==> src/rtl/hbc_pkg.sv <==
package hbc_pkg;

   // field widths
   localparam int TIME_W   = 48;
   localparam int AXIS_W   = 12;
   localparam int GYRO_W   = 16;
   localparam int CFG_W    = 16;
   localparam int PROG_W   = 7;
   localparam int PHASE_W  = 3;
   localparam int N_AXES   = 4;
   localparam int N_GYROS  = 3;
   localparam int AXACC_W  = 28;
   localparam int GYACC_W  = 33;

   // shared divider geometry
   localparam int DIV_N_W  = 48;
   localparam int DIV_D_W  = 20;
   localparam int DIV_C_W  = $clog2(DIV_N_W);

   // stream words
   localparam int REQ_W    = 152;
   localparam int RSP_W    = 112;

   // phase codes
   localparam logic [PHASE_W-1:0] PH_IDLE   = 3'd0;
   localparam logic [PHASE_W-1:0] PH_HOLD   = 3'd1;
   localparam logic [PHASE_W-1:0] PH_SAMPLE = 3'd2;
   localparam logic [PHASE_W-1:0] PH_DONE   = 3'd3;
   localparam logic [PHASE_W-1:0] PH_CANCEL = 3'd4;

   // register indexes
   localparam logic REG_HOLD_MS      = 1'b0;
   localparam logic REG_SAMPLE_COUNT = 1'b1;

   localparam logic [CFG_W-1:0]   HOLD_MS_RST      = 16'd3000;
   localparam logic [CFG_W-1:0]   SAMPLE_COUNT_RST = 16'd200;
   localparam logic [AXIS_W-1:0]  CENTER_RST       = 12'd2048;
   localparam logic [PROG_W-1:0]  PROG_FULL        = 7'd100;
   localparam logic [DIV_D_W-1:0] BLINK_US         = 20'd250000;
   localparam logic [9:0]         MS_US            = 10'd1000;
   localparam logic [3:0]         MS_PCT           = 4'd10;

   // divider jobs; low two bits of an axis or gyro job select the lane
   typedef logic [3:0] job_type;
   localparam job_type JOB_AX0   = 4'd0;
   localparam job_type JOB_AX1   = 4'd1;
   localparam job_type JOB_AX2   = 4'd2;
   localparam job_type JOB_AX3   = 4'd3;
   localparam job_type JOB_GX    = 4'd4;
   localparam job_type JOB_GY    = 4'd5;
   localparam job_type JOB_GZ    = 4'd6;
   localparam job_type JOB_BLINK = 4'd7;
   localparam job_type JOB_HOLD  = 4'd8;
   localparam job_type JOB_PCT   = 4'd9;

   typedef struct packed {
      logic [TIME_W-1:0]                now_us;
      logic                             pressed;
      logic [N_AXES-1:0][AXIS_W-1:0]    axis;
      logic [N_GYROS-1:0][GYRO_W-1:0]   gyro;
   } item_type;

   typedef struct packed {
      logic [PHASE_W-1:0]               phase;
      logic [PROG_W-1:0]                progress;
      logic                             led_on;
      logic                             result_valid;
      logic [N_AXES-1:0][AXIS_W-1:0]    center;
      logic [N_GYROS-1:0][GYRO_W-1:0]   bias;
   } result_type;

   typedef struct packed {
      logic               start;
      logic [DIV_N_W-1:0] dividend;
      logic [DIV_D_W-1:0] divisor;
   } div_req_type;

   typedef struct packed {
      logic               busy;
      logic               done;
      logic [DIV_N_W-1:0] quotient;
   } div_rsp_type;

endpackage

==> src/rtl/hbc_div.sv <==
// Restoring divider, one quotient bit per cycle.
module hbc_div
   import hbc_pkg::*;
(
   input  logic        clock,
   input  logic        reset,
   input  div_req_type req,
   output div_rsp_type rsp
);

   logic               busy_ff, busy_in;
   logic               done_ff, done_in;
   logic [DIV_C_W-1:0] cnt_ff, cnt_in;
   logic [DIV_N_W-1:0] num_ff, num_in;
   logic [DIV_D_W-1:0] rem_ff, rem_in;
   logic [DIV_D_W-1:0] den_ff, den_in;
   logic [DIV_D_W:0]   trial;
   logic               fits;

   assign trial = {rem_ff, num_ff[DIV_N_W-1]};
   assign fits  = trial >= {1'b0, den_ff};

   always_comb begin
      busy_in = busy_ff;
      done_in = 1'b0;
      cnt_in  = cnt_ff;
      num_in  = num_ff;
      rem_in  = rem_ff;
      den_in  = den_ff;
      if (req.start && !busy_ff) begin
         busy_in = 1'b1;
         cnt_in  = DIV_C_W'(DIV_N_W - 1);
         num_in  = req.dividend;
         rem_in  = '0;
         den_in  = req.divisor;
      end else if (busy_ff) begin
         // remainder stays below the divisor, so the difference fits
         rem_in = fits ? DIV_D_W'(trial - {1'b0, den_ff}) : trial[DIV_D_W-1:0];
         num_in = {num_ff[DIV_N_W-2:0], fits};
         cnt_in = cnt_ff - 1'b1;
         if (cnt_ff == '0) begin
            busy_in = 1'b0;
            done_in = 1'b1;
         end
      end
   end

   always_ff @(posedge clock) begin
      if (reset) begin
         busy_ff <= 1'b0;
         done_ff <= 1'b0;
         cnt_ff  <= '0;
      end else begin
         busy_ff <= busy_in;
         done_ff <= done_in;
         cnt_ff  <= cnt_in;
      end
      num_ff <= num_in;
      rem_ff <= rem_in;
      den_ff <= den_in;
   end

   assign rsp.busy     = busy_ff;
   assign rsp.done     = done_ff;
   assign rsp.quotient = num_ff;

   a_start_idle: assert property (@(posedge clock) disable iff (reset)
      req.start |-> !busy_ff)
      else $error("divider started while busy");

   a_done_after_busy: assert property (@(posedge clock) disable iff (reset)
      done_ff |-> !busy_ff && $past(busy_ff))
      else $error("divider done without a run");

endmodule

==> src/rtl/hbc_core.sv <==
// Calibration state and the sequencer that drives the shared divider.
module hbc_core
   import hbc_pkg::*;
(
   input  logic             clock,
   input  logic             reset,
   input  logic             item_valid,
   input  item_type         item,
   input  logic [CFG_W-1:0] hold_ms,
   input  logic [CFG_W-1:0] sample_count,
   input  logic             out_free,
   output logic             ready,
   output logic             res_valid,
   output result_type       result
);

   typedef enum logic [6:0] {
      ST_IDLE    = 7'b0000001,
      ST_ELAP    = 7'b0000010,
      ST_EVAL    = 7'b0000100,
      ST_SCHK    = 7'b0001000,
      ST_DIVGO   = 7'b0010000,
      ST_DIVWAIT = 7'b0100000,
      ST_EMIT    = 7'b1000000
   } state_type;

   state_type           state_ff, state_in;
   item_type            item_ff, item_in;
   job_type             job_ff, job_in;
   logic [PHASE_W-1:0]  phase_ff, phase_in;
   logic [TIME_W-1:0]   hold_start_ff, hold_start_in;
   logic [CFG_W-1:0]    taken_ff, taken_in;
   logic [CFG_W-1:0]    told_ff, told_in;
   logic [AXACC_W-1:0]  axis_acc_ff [N_AXES];
   logic [AXACC_W-1:0]  axis_acc_in [N_AXES];
   logic [GYACC_W-1:0]  gyro_acc_ff [N_GYROS];
   logic [GYACC_W-1:0]  gyro_acc_in [N_GYROS];
   logic [PROG_W-1:0]   progress_ff, progress_in;
   logic                led_ff, led_in;
   logic                valid_ff, valid_in;
   logic [AXIS_W-1:0]   centers_ff [N_AXES];
   logic [AXIS_W-1:0]   centers_in [N_AXES];
   logic [GYRO_W-1:0]   biases_ff [N_GYROS];
   logic [GYRO_W-1:0]   biases_in [N_GYROS];
   logic [TIME_W-1:0]   elapsed_ff, elapsed_in;
   logic [25:0]         limit_ff, limit_in;
   logic [DIV_D_W-1:0]  hold_div_ff, hold_div_in;
   logic [CFG_W-1:0]    sc_ff, sc_in;
   logic                hold_end_ff, hold_end_in;

   div_req_type         div_req;
   div_rsp_type         div_rsp;
   logic [1:0]          gi;
   logic [GYACC_W-1:0]  gmag;
   logic [GYRO_W-1:0]   gq;

   hbc_div u_div (
      .clock (clock),
      .reset (reset),
      .req   (div_req),
      .rsp   (div_rsp)
   );

   // gyro lane of the current job; clamp keeps the index in range otherwise
   assign gi   = (job_ff[1:0] == 2'd3) ? 2'd2 : job_ff[1:0];
   assign gmag = gyro_acc_ff[gi][GYACC_W-1] ? (GYACC_W'(0) - gyro_acc_ff[gi])
                                            : gyro_acc_ff[gi];
   assign gq   = div_rsp.quotient[GYRO_W-1:0];

   // operand select for the divider
   always_comb begin
      div_req.start    = (state_ff == ST_DIVGO);
      div_req.dividend = elapsed_ff;
      div_req.divisor  = BLINK_US;
      case (job_ff)
         JOB_BLINK: begin
            div_req.dividend = elapsed_ff;
            div_req.divisor  = BLINK_US;
         end
         JOB_HOLD: begin
            div_req.dividend = elapsed_ff;
            div_req.divisor  = hold_div_ff;
         end
         JOB_PCT: begin
            div_req.dividend = DIV_N_W'(23'(told_ff) * 23'(PROG_FULL));
            div_req.divisor  = DIV_D_W'(sc_ff);
         end
         JOB_AX0, JOB_AX1, JOB_AX2, JOB_AX3: begin
            div_req.dividend = DIV_N_W'(axis_acc_ff[job_ff[1:0]]);
            div_req.divisor  = DIV_D_W'(taken_ff);
         end
         JOB_GX, JOB_GY, JOB_GZ: begin
            div_req.dividend = DIV_N_W'(gmag);
            div_req.divisor  = DIV_D_W'(taken_ff);
         end
         default: begin
            div_req.dividend = elapsed_ff;
            div_req.divisor  = BLINK_US;
         end
      endcase
   end

   always_comb begin
      state_in      = state_ff;
      item_in       = item_ff;
      job_in        = job_ff;
      phase_in      = phase_ff;
      hold_start_in = hold_start_ff;
      taken_in      = taken_ff;
      told_in       = told_ff;
      progress_in   = progress_ff;
      led_in        = led_ff;
      valid_in      = valid_ff;
      elapsed_in    = elapsed_ff;
      limit_in      = limit_ff;
      hold_div_in   = hold_div_ff;
      sc_in         = sc_ff;
      hold_end_in   = hold_end_ff;
      res_valid     = 1'b0;
      for (int i = 0; i < N_AXES; i++) begin
         axis_acc_in[i] = axis_acc_ff[i];
         centers_in[i]  = centers_ff[i];
      end
      for (int i = 0; i < N_GYROS; i++) begin
         gyro_acc_in[i] = gyro_acc_ff[i];
         biases_in[i]   = biases_ff[i];
      end

      case (state_ff)
         ST_IDLE: begin
            if (item_valid) begin
               item_in  = item;
               state_in = ST_ELAP;
            end
         end
         ST_ELAP: begin
            elapsed_in  = item_ff.now_us - hold_start_ff;
            limit_in    = 26'(hold_ms) * 26'(MS_US);
            hold_div_in = DIV_D_W'(hold_ms) * DIV_D_W'(MS_PCT);
            sc_in       = (sample_count == '0) ? CFG_W'(1) : sample_count;
            state_in    = ST_EVAL;
         end
         ST_EVAL: begin
            case (phase_ff)
               PH_HOLD: begin
                  if (!item_ff.pressed) begin
                     phase_in    = PH_CANCEL;
                     progress_in = '0;
                     led_in      = 1'b1;
                     state_in    = ST_EMIT;
                  end else begin
                     hold_end_in = elapsed_ff >= TIME_W'(limit_ff);
                     job_in      = JOB_BLINK;
                     state_in    = ST_DIVGO;
                  end
               end
               PH_SAMPLE: begin
                  for (int i = 0; i < N_AXES; i++)
                     axis_acc_in[i] = axis_acc_ff[i] + AXACC_W'(item_ff.axis[i]);
                  for (int i = 0; i < N_GYROS; i++)
                     gyro_acc_in[i] = gyro_acc_ff[i] +
                        {{(GYACC_W-GYRO_W){item_ff.gyro[i][GYRO_W-1]}}, item_ff.gyro[i]};
                  told_in  = taken_ff;
                  taken_in = taken_ff + 1'b1;
                  state_in = ST_SCHK;
               end
               default: begin
                  if (item_ff.pressed) begin
                     phase_in      = PH_HOLD;
                     hold_start_in = item_ff.now_us;
                     progress_in   = '0;
                  end
                  state_in = ST_EMIT;
               end
            endcase
         end
         ST_SCHK: begin
            // enough readings: average them all, else just report progress
            job_in   = (taken_ff >= sc_ff) ? JOB_AX0 : JOB_PCT;
            state_in = ST_DIVGO;
         end
         ST_DIVGO: begin
            state_in = ST_DIVWAIT;
         end
         ST_DIVWAIT: begin
            if (div_rsp.done) begin
               case (job_ff)
                  JOB_BLINK: begin
                     led_in = div_rsp.quotient[0];
                     if (hold_end_ff) begin
                        progress_in = PROG_FULL;
                        phase_in    = PH_SAMPLE;
                        taken_in    = '0;
                        for (int i = 0; i < N_AXES; i++) axis_acc_in[i] = '0;
                        for (int i = 0; i < N_GYROS; i++) gyro_acc_in[i] = '0;
                        state_in    = ST_EMIT;
                     end else begin
                        job_in   = JOB_HOLD;
                        state_in = ST_DIVGO;
                     end
                  end
                  JOB_HOLD, JOB_PCT: begin
                     progress_in = div_rsp.quotient[PROG_W-1:0];
                     state_in    = ST_EMIT;
                  end
                  JOB_AX0, JOB_AX1, JOB_AX2, JOB_AX3: begin
                     centers_in[job_ff[1:0]] = div_rsp.quotient[AXIS_W-1:0];
                     job_in   = job_ff + 1'b1;
                     state_in = ST_DIVGO;
                  end
                  JOB_GX, JOB_GY, JOB_GZ: begin
                     biases_in[gi] = gyro_acc_ff[gi][GYACC_W-1] ? (GYRO_W'(0) - gq) : gq;
                     if (job_ff == JOB_GZ) begin
                        valid_in    = 1'b1;
                        progress_in = PROG_FULL;
                        phase_in    = PH_DONE;
                        led_in      = 1'b1;
                        state_in    = ST_EMIT;
                     end else begin
                        job_in   = job_ff + 1'b1;
                        state_in = ST_DIVGO;
                     end
                  end
                  default: state_in = ST_EMIT;
               endcase
            end
         end
         ST_EMIT: begin
            res_valid = out_free;
            if (out_free) state_in = ST_IDLE;
         end
         default: state_in = ST_IDLE;
      endcase
   end

   always_ff @(posedge clock) begin
      if (reset) begin
         state_ff      <= ST_IDLE;
         phase_ff      <= PH_IDLE;
         hold_start_ff <= '0;
         taken_ff      <= '0;
         progress_ff   <= '0;
         led_ff        <= 1'b0;
         valid_ff      <= 1'b0;
         for (int i = 0; i < N_AXES; i++) begin
            axis_acc_ff[i] <= '0;
            centers_ff[i]  <= CENTER_RST;
         end
         for (int i = 0; i < N_GYROS; i++) begin
            gyro_acc_ff[i] <= '0;
            biases_ff[i]   <= '0;
         end
      end else begin
         state_ff      <= state_in;
         phase_ff      <= phase_in;
         hold_start_ff <= hold_start_in;
         taken_ff      <= taken_in;
         progress_ff   <= progress_in;
         led_ff        <= led_in;
         valid_ff      <= valid_in;
         for (int i = 0; i < N_AXES; i++) begin
            axis_acc_ff[i] <= axis_acc_in[i];
            centers_ff[i]  <= centers_in[i];
         end
         for (int i = 0; i < N_GYROS; i++) begin
            gyro_acc_ff[i] <= gyro_acc_in[i];
            biases_ff[i]   <= biases_in[i];
         end
      end
      item_ff     <= item_in;
      job_ff      <= job_in;
      told_ff     <= told_in;
      elapsed_ff  <= elapsed_in;
      limit_ff    <= limit_in;
      hold_div_ff <= hold_div_in;
      sc_ff       <= sc_in;
      hold_end_ff <= hold_end_in;
   end

   assign ready = (state_ff == ST_IDLE);

   always_comb begin
      result.phase        = phase_ff;
      result.progress     = progress_ff;
      result.led_on       = led_ff;
      result.result_valid = valid_ff;
      for (int i = 0; i < N_AXES; i++) result.center[i] = centers_ff[i];
      for (int i = 0; i < N_GYROS; i++) result.bias[i] = biases_ff[i];
   end

   a_emit_free: assert property (@(posedge clock) disable iff (reset)
      res_valid |-> out_free && state_ff == ST_EMIT)
      else $error("word emitted into a full output stage");

   a_progress_cap: assert property (@(posedge clock) disable iff (reset)
      state_ff == ST_EMIT |-> progress_ff <= PROG_FULL)
      else $error("progress above full scale");

   a_valid_sticks: assert property (@(posedge clock) disable iff (reset)
      valid_ff |=> valid_ff)
      else $error("result_valid dropped");

   a_done_valid: assert property (@(posedge clock) disable iff (reset)
      phase_ff == PH_DONE |-> valid_ff)
      else $error("completed without a valid result");

endmodule

==> src/rtl/hold_then_average_calibrator.sv <==
// Channel  Ports        Dir  Word
// req      req_t*       in   one update tick: time, trigger, raw axes and gyros
// rsp      rsp_t*       out  calibration status after that tick
// csr      csr_*        in   0 hold_ms, 1 sample_count; write only
//
// One word at a time; req_tready is high only while the sequencer is idle.
// Ticks outside holding and sampling need no division. Every division runs on one
// shared 48-bit restoring divider: a holding tick divides for the blink and, unless
// the hold ends, for progress; a sampling tick once, the completing tick seven times.
// The output register lets the next word in while a status word waits on rsp.
// Reset is synchronous; it clears state, centers to 2048 and biases to 0.
module hold_then_average_calibrator
   import hbc_pkg::*;
(
   input  logic             clock,
   input  logic             reset,
   input  logic             req_tvalid,
   output logic             req_tready,
   // now_us[47:0], pressed[48], axis_0..axis_3[96:49], gyro_x..gyro_z[144:97]
   input  logic [REQ_W-1:0] req_tdata,
   output logic             rsp_tvalid,
   input  logic             rsp_tready,
   // phase[2:0], progress[9:3], led_on[10], result_valid[11],
   // center_0..center_3[59:12], bias_x..bias_z[107:60]
   output logic [RSP_W-1:0] rsp_tdata,
   input  logic             csr_we,
   input  logic             csr_addr,
   input  logic [CFG_W-1:0] csr_wdata
);

   logic [CFG_W-1:0] hold_ms_ff, hold_ms_in;
   logic [CFG_W-1:0] sample_count_ff, sample_count_in;
   logic             rsp_valid_ff, rsp_valid_in;
   logic [RSP_W-1:0] rsp_data_ff, rsp_data_in;

   item_type   item;
   result_type result;
   logic       core_ready;
   logic       res_valid;
   logic       out_free;

   always_comb begin
      item.now_us  = req_tdata[47:0];
      item.pressed = req_tdata[48];
      for (int i = 0; i < N_AXES; i++)
         item.axis[i] = req_tdata[49 + i*AXIS_W +: AXIS_W];
      for (int i = 0; i < N_GYROS; i++)
         item.gyro[i] = req_tdata[97 + i*GYRO_W +: GYRO_W];
   end

   assign out_free = !rsp_valid_ff || rsp_tready;

   hbc_core u_core (
      .clock        (clock),
      .reset        (reset),
      .item_valid   (req_tvalid && core_ready),
      .item         (item),
      .hold_ms      (hold_ms_ff),
      .sample_count (sample_count_ff),
      .out_free     (out_free),
      .ready        (core_ready),
      .res_valid    (res_valid),
      .result       (result)
   );

   always_comb begin
      hold_ms_in      = hold_ms_ff;
      sample_count_in = sample_count_ff;
      if (csr_we) begin
         case (csr_addr)
            REG_HOLD_MS:      hold_ms_in      = csr_wdata;
            REG_SAMPLE_COUNT: sample_count_in = csr_wdata;
            default:          hold_ms_in      = hold_ms_ff;
         endcase
      end
   end

   always_comb begin
      rsp_valid_in = rsp_valid_ff;
      rsp_data_in  = rsp_data_ff;
      if (res_valid) begin
         rsp_valid_in = 1'b1;
         rsp_data_in  = {4'b0,
                         result.bias[2], result.bias[1], result.bias[0],
                         result.center[3], result.center[2],
                         result.center[1], result.center[0],
                         result.result_valid, result.led_on,
                         result.progress, result.phase};
      end else if (rsp_tready) begin
         rsp_valid_in = 1'b0;
      end
   end

   always_ff @(posedge clock) begin
      if (reset) begin
         hold_ms_ff      <= HOLD_MS_RST;
         sample_count_ff <= SAMPLE_COUNT_RST;
         rsp_valid_ff    <= 1'b0;
      end else begin
         hold_ms_ff      <= hold_ms_in;
         sample_count_ff <= sample_count_in;
         rsp_valid_ff    <= rsp_valid_in;
      end
      rsp_data_ff <= rsp_data_in;
   end

   assign req_tready = core_ready;
   assign rsp_tvalid = rsp_valid_ff;
   assign rsp_tdata  = rsp_data_ff;

endmodule
==> config.mk <==
export PLATFORM = sky130hd
export DESIGN_NAME = hold_then_average_calibrator
export DESIGN_NICKNAME = d
export VERILOG_FILES = /design/src/rtl/hbc_pkg.sv /design/src/rtl/hbc_div.sv /design/src/rtl/hbc_core.sv /design/src/rtl/hold_then_average_calibrator.sv
export SDC_FILE = /design/constraint.sdc
export NUM_CORES = 2
export LEC_CHECK = 0
export BUFFER_PORTS_ARGS = -buffer_cell sky130_fd_sc_hd__buf_2
export CAP_MARGIN = 20
export CORE_MARGIN = 5
export CORE_UTILIZATION = 62
export CTS_BUF_LIST = sky130_fd_sc_hd__clkbuf_16
export CTS_CLUSTER_DIAMETER = 120
export CTS_CLUSTER_SIZE = 40
export DETAILED_ROUTE_END_ITERATION = 8
export PLACE_DENSITY = 0.83
export RECOVER_POWER = 50
export SYNTH_ARGS = -nofsm -noshare
export SYNTH_HDL_FRONTEND = slang
export SYNTH_SLANG_ARGS = --single-unit
==> constraint.sdc <==
create_clock -name clock -period 12.1 [get_ports clock]
set_input_delay 0 -clock clock [delete_from_list [all_inputs] [get_ports clock]]
set_output_delay 0 -clock clock [all_outputs]
set_load 0.02 [all_outputs]
## Word level (Yosys, flattened, before mapping)

Memory sizes are Yosys's and may differ from the RTL's. A register that Yosys moved wholly into a read port is not among the register bits.
Index checks and enable logic that the tools add are counted.
Widths: inputs -> output; s select.

| storage, ports and cells | value |
|---|---|
| output and inout bits | 114 |
| register bits | 592 |
| RAM bits | 307 |
| memories kept | 4 |
| logic and storage cells | 252 |
| ROM bits | 0 |
| latch bits | 0 |
| input bits | 174 |

| operators by class | value |
|---|---|
| $lt $le $gt $ge | 7 |
| reductions and logical operators | 33 |
| multipliers | 3 |
| equality and inequality tests | 38 |
| shift operators | 0 |
| bitwise gates (word level) | 19 |
| add/sub/neg operators | 14 |
| divide/modulo/power cells | 0 |
| mux-type cells | 100 |

Memory list:

| memory | words | width | rd ports | clocked after Yosys merged registers in | write ports | line | source |
|---|---|---|---|---|---|---|---|
| u_core.axis_acc_ff | 4 | 28 | 5 | 1 | 4 | hbc_core.sv:34 | `logic [AXACC_W-1:0] axis_acc_ff [N_AXES];` |
| u_core.gyro_acc_ff | 3 | 33 | 4 | 0 | 3 | hbc_core.sv:36 | `logic [GYACC_W-1:0] gyro_acc_ff [N_GYROS];` |
| u_core.biases_ff | 3 | 16 | 3 | 0 | 3 | hbc_core.sv:43 | `logic [GYRO_W-1:0] biases_ff [N_GYROS];` |
| u_core.centers_ff | 4 | 12 | 4 | 0 | 4 | hbc_core.sv:41 | `logic [AXIS_W-1:0] centers_ff [N_AXES];` |

Operator list:

| cell | count |
|---|---|
| $mux 112 | 4 |
| $mux 99 | 4 |
| $mux 48 | 8 |
| $pmux 68 s4 | 1 |
| $pmux 112 s2 | 1 |
| $pmux 99 s2 | 1 |
| $mux 16 | 9 |
| $mux 33 | 4 |
| $add 28x12->28 | 4 |
| $mux 28 | 4 |
| $add 33x33->33 | 3 |
| $bwmux 48 | 2 |
| $mux 7 | 11 |
| $mux 12 | 5 |
| $pmux 7 s7 | 1 |
| $ge 48x26->1 | 1 |
| $sub 48x48->48 | 1 |
| $pmux 7 s2 | 3 |
| $pmux 7 s3 | 2 |
| $sub 1x33->33 const A | 1 |
| $demux 16 s2 | 1 |
| $pmux 16 s2 | 1 |
| $demux 12 s2 | 1 |
| $mux 4 | 6 |
| other kinds (61) | 135 |

## Logic depth before layout (Yosys ltp)

| logic depth | value |
|---|---|
| depth in word-level cells | 12 |
| mapped depth | 18 |
| gate-level depth less buffers | 18 |

## Cells and area by module

A second synthesis with hierarchy kept.

| second synthesis, totals | value |
|---|---|
| cells, all modules | 5131 |
| area total of the unflattened synthesis | 50757.4 um^2 |

By module, submodules not included:

| module | instances | area an instance (um^2) | cells an instance | sequential area each (um^2) |
|---|---|---|---|---|
| hbc_core | 1 | 40981.8 | 4430 | 15925.3 |
| hbc_div | 1 | 5082.4 | 450 | 2602.5 |
| hold_then_average_calibrator | 1 | 4693.3 | 251 | 3903.7 |

## Worst setup path after synthesis

OpenSTA, ideal clock, no wires.

| timing | value |
|---|---|
| path kind | reg2reg |
| start point | reg u_core.state_ff[6] |
| end point | reg u_core.elapsed_ff[0], enable pin |
| arrival time | 8.203 ns |
| stages on the path, launching flop included | 4 |
| period minus slack after synthesis | 8.917 ns |
| setup time | 0.714 ns |
| buffers on the path | 0 |
| setup slack | 3.183 ns |
| data required time | 11.386 ns |
| cell sequence | dfxtp_1 > nor3_2 > nand2_1 > nor3b_1 |

| between the ends | value |
|---|---|
| longest elaborated chain between the ends | 1 |

RTL lines:

| item | line | source |
|---|---|---|
| start, declared | hbc_core.sv:27 | `state_type state_ff, state_in;` |
| start signal, assigned | hbc_core.sv:254 | `state_ff <= state_in;` |
| $eq 7x2->1 | hbc_core.sv:129 | `case (state_ff)` |
| end signal, assigned | hbc_core.sv:273 | `elapsed_ff <= elapsed_in;` |
| end, declared | hbc_core.sv:45 | `logic [TIME_W-1:0] elapsed_ff, elapsed_in;` |

No other way between the ends.
A chain may end at the register's enable or synchronous reset.

## Final worst setup path

| timing | value |
|---|---|
| start point | in reset |
| end point | reg u_core.hold_start_ff[47] |

RTL lines:

| item | line | source |
|---|---|---|
| start, declared | hold_then_average_calibrator.sv:16 | `input logic reset,` |
| end signal, assigned | hbc_core.sv:256 | `hold_start_ff <= hold_start_in;` |
| end, declared | hbc_core.sv:31 | `logic [TIME_W-1:0] hold_start_ff, hold_start_in;` |

No word-level cell between the ends.

==> flow_metrics.env <==
export IMPL_synth_most_common_cell="nand2_1"
export IMPL_p_leak_nw=21.58
export IMPL_cp_common_cell="clkbuf_1"
export IMPL_hold_worst_slack_ns=0.02531
export IMPL_port_buffers=276
export IMPL_cp_buffers_inverters=4
export IMPL_die_w_um=293.0
export IMPL_synth_top_area_cell="edfxtp_1"
export IMPL_ys_top_cells_by_count="549 x nand2_1, 453 x dfxtp_1, 445 x edfxtp_1"
export IMPL_numCtsBuffers=28
export IMPL_slowest_stage="clkbuf_1"
export IMPL_drt_total_wl_um=128200
export IMPL_power_density_nw_per_um2=108.0
export IMPL_required_ns=12.58
export IMPL_num_io_pins=288
export IMPL_cts_setup_buffers=0
export IMPL_cp_max_fo=99
export IMPL_synth_ff_type="dfxtp_1"
export IMPL_clock_skew_ns=0.03968
export IMPL_grt_setup_unrepaired="no"
export IMPL_ys_ff_latch=898
export IMPL_async_flop_share_pct=0
export IMPL_synth_warnings=0
export IMPL_cts_tree="yes"
export IMPL_gr_total_overflow=0
export IMPL_synth_top_cell_area_share_pct=26.91
export IMPL_drive_gt1_share_pct=5.597
export IMPL_drc=3
export IMPL_insertion_delay_ns=0.67
export IMPL_nNetsFinal=5963
export IMPL_htree_levels=1
export IMPL_synth_edf_count=445
export IMPL_hp_class="input port to flop"
export IMPL_max_cap_violations=9
export IMPL_synth_area_leaders="edfxtp_1 27%, dfxtp_1 18%, ha_1 10%"
export IMPL_netlist_cell_type_count=96
export IMPL_slew_limit_headroom_pct=-191.5
export IMPL_drv_slew=449
export IMPL_grt_max_degree=100
export IMPL_status="finished, violations left"
export IMPL_hold_buffers=179
export IMPL_wl_per_cell_um=20.04
export IMPL_cts_sink_count=898
export IMPL_setup_viol=0
export IMPL_start_kind="input port"
export IMPL_cts_resized_gates=0
export IMPL_setup_tns_ns=0
export IMPL_syn_area_per_cell_um2=9.928
export IMPL_cts_root_buffer="clkbuf_16"
export IMPL_core_rowCount=103
export IMPL_path_class="input port to flop"
export IMPL_antenna_left=0
export IMPL_critPathTopFamily="buffers and inverters"
export IMPL_antenna_found_initial=3
export IMPL_grt_usage_pct=28.40
export IMPL_syn_to_final_growth_pct=9.574
export IMPL_hpwl_um=91370
export IMPL_crit_chain="dlygate4sd3_1, clkbuf_1, clkbuf_1, buf_4, a21oi_1"
export IMPL_syn_inst=5001
export IMPL_syn_area_um2=49650
export IMPL_dr_pass1_iters=9
export IMPL_viasPerCell=6.111
export IMPL_worstMarginPinSlew_ns=4.373
export IMPL_irDropWorstVdd_mv=0.1309
export IMPL_core_area_um2=79260
export IMPL_violations="DRC, capacitance limit, slew limit"
export IMPL_vias=39110
export IMPL_grt_pass1_wl_um=198700
export IMPL_crit_path_end_kind="flop"
export IMPL_cts_buffer_depth=3
export IMPL_synth_yosys_seq_area_share_pct=45.18
export IMPL_critPathMaxStageDelay_ns=2.67
export IMPL_floorplan_initialDensity_pct=62.64
export IMPL_period_share_pct=53.36
export IMPL_die_area_um2=85840
export IMPL_path_clk_slew_ns=0.15
export IMPL_gp_congestion=0.9359
export IMPL_die_y_um=293.0
export IMPL_hold_viol=0
export IMPL_grt_pass1_vias=37100
export IMPL_period_minus_slack_ns=6.457
export IMPL_fmax_ghz=0.1549
export IMPL_worst_ep_arrival_time_ns=6.94
export IMPL_drt_initial_drc_count=3936
==> power breakdown <==
group / switching [mW] / internal (mW)
Combinational: 0.638 / 0.484
Sequential: 0.0485 / 3.29
Clock: 0.944 / 0.465
==> worst reg2reg max path: stages (launching register included) <==
cell	delay (ns)
dfxtp_1	0.36
nor3_1	0.41
and3_1	0.27
nand2_1	0.08
clkbuf_1	0.62
inv_1	0.60
clkbuf_1	3.09
o41ai_1	0.48
a2bb2oi_1	0.28
nor2_1	0.16
==> cells by family (layout without fill, tap and decap cells) <==
group	count (synthesis)	count (layout)	synth area share, %
adders and majority gates	469	469	12.92
AOI/OAI and AO/OA	1170	1170	15.20
DFF	898	898	45.18
buffers and inverters	569	907	4.443
muxes	104	104	2.999
other	1	11	0.007553
xor gates and xnor gates	326	326	5.751
and+or+nand+nor	1464	1464	13.50
==> path summary, 6_finish.rpt <==
kind,cells past startpoint,slack [ns],startpoint,to
min reg2reg,0,0.44,u_core.centers_ff[0][11],rsp_tdata[23]
max reg2reg,9,5.72,u_core.state_ff[6],u_core.axis_acc_ff[2][9]
min,2,0.03,req_tdata[88],u_core.item_ff[87]
max,5,5.64,reset,u_core.hold_start_ff[47]
==> sequential cells by signal, indices dropped and copies added (netlist names), 48 cells and up, named ones only <==
register / flops
u_core.centers_ff: 48
rsp_tdata: 108
u_core.biases_ff: 48
u_core.hold_start_ff: 48
u_core.item_ff: 145
u_core.u_div.num_ff: 48
u_core.axis_acc_ff: 112
u_core.gyro_acc_ff: 99
u_core.elapsed_ff: 48
==> per-stage QoR <==
stage	cell area, um^2	power, mW	util (%)	setup WS, ns	std cells
2_1_floorplan	49660	4.203	-	3.183	5004
3_3_place_gp	51830	4.427	65.39	6.853	6154
3_5_place_dp	51850	4.461	65.42	6.794	6155
4_1_cts	54560	5.873	68.84	6.787	6386
5_1_grt	54390	6.125	68.63	5.270	6395
6_report	54400	5.874	68.64	5.643	6399
==> final cells by class <==
class	count	area [um^2]
sequential	898	22430
inverter	358	1344
tap	1050	1314
clock buffer	29	725.7
multi-input combinational	3537	25040
antenna	7	17.52
timing repair buffer	497	3333
clock inverter	23	192.7
fill	5934	24860
==> per-layer routing <==
metal / vias up / share of wire, % / global-route usage (%)
met5: - / 0 / 0
met2: 1702 / 46 / 46.59
met1: 18590 / 40 / 38.25
met3: 372 / 7.8 / 3.076
li1: 18440 / - / -
met4: 0 / 5.7 / 13.32
==> cells in the final DEF, fill, tap and decap left out, drive strengths merged, types with 175 or more instances in the layout <==
cell	instances
dlygate4sd3	179
o21ai	229
nand2	549
edfxtp	445
inv	378
ha	396
a21oi	374
clkbuf	185
xnor2	175
nor2	410
dfxtp	453
No activity file was read; power rests on OpenSTA's default activity.
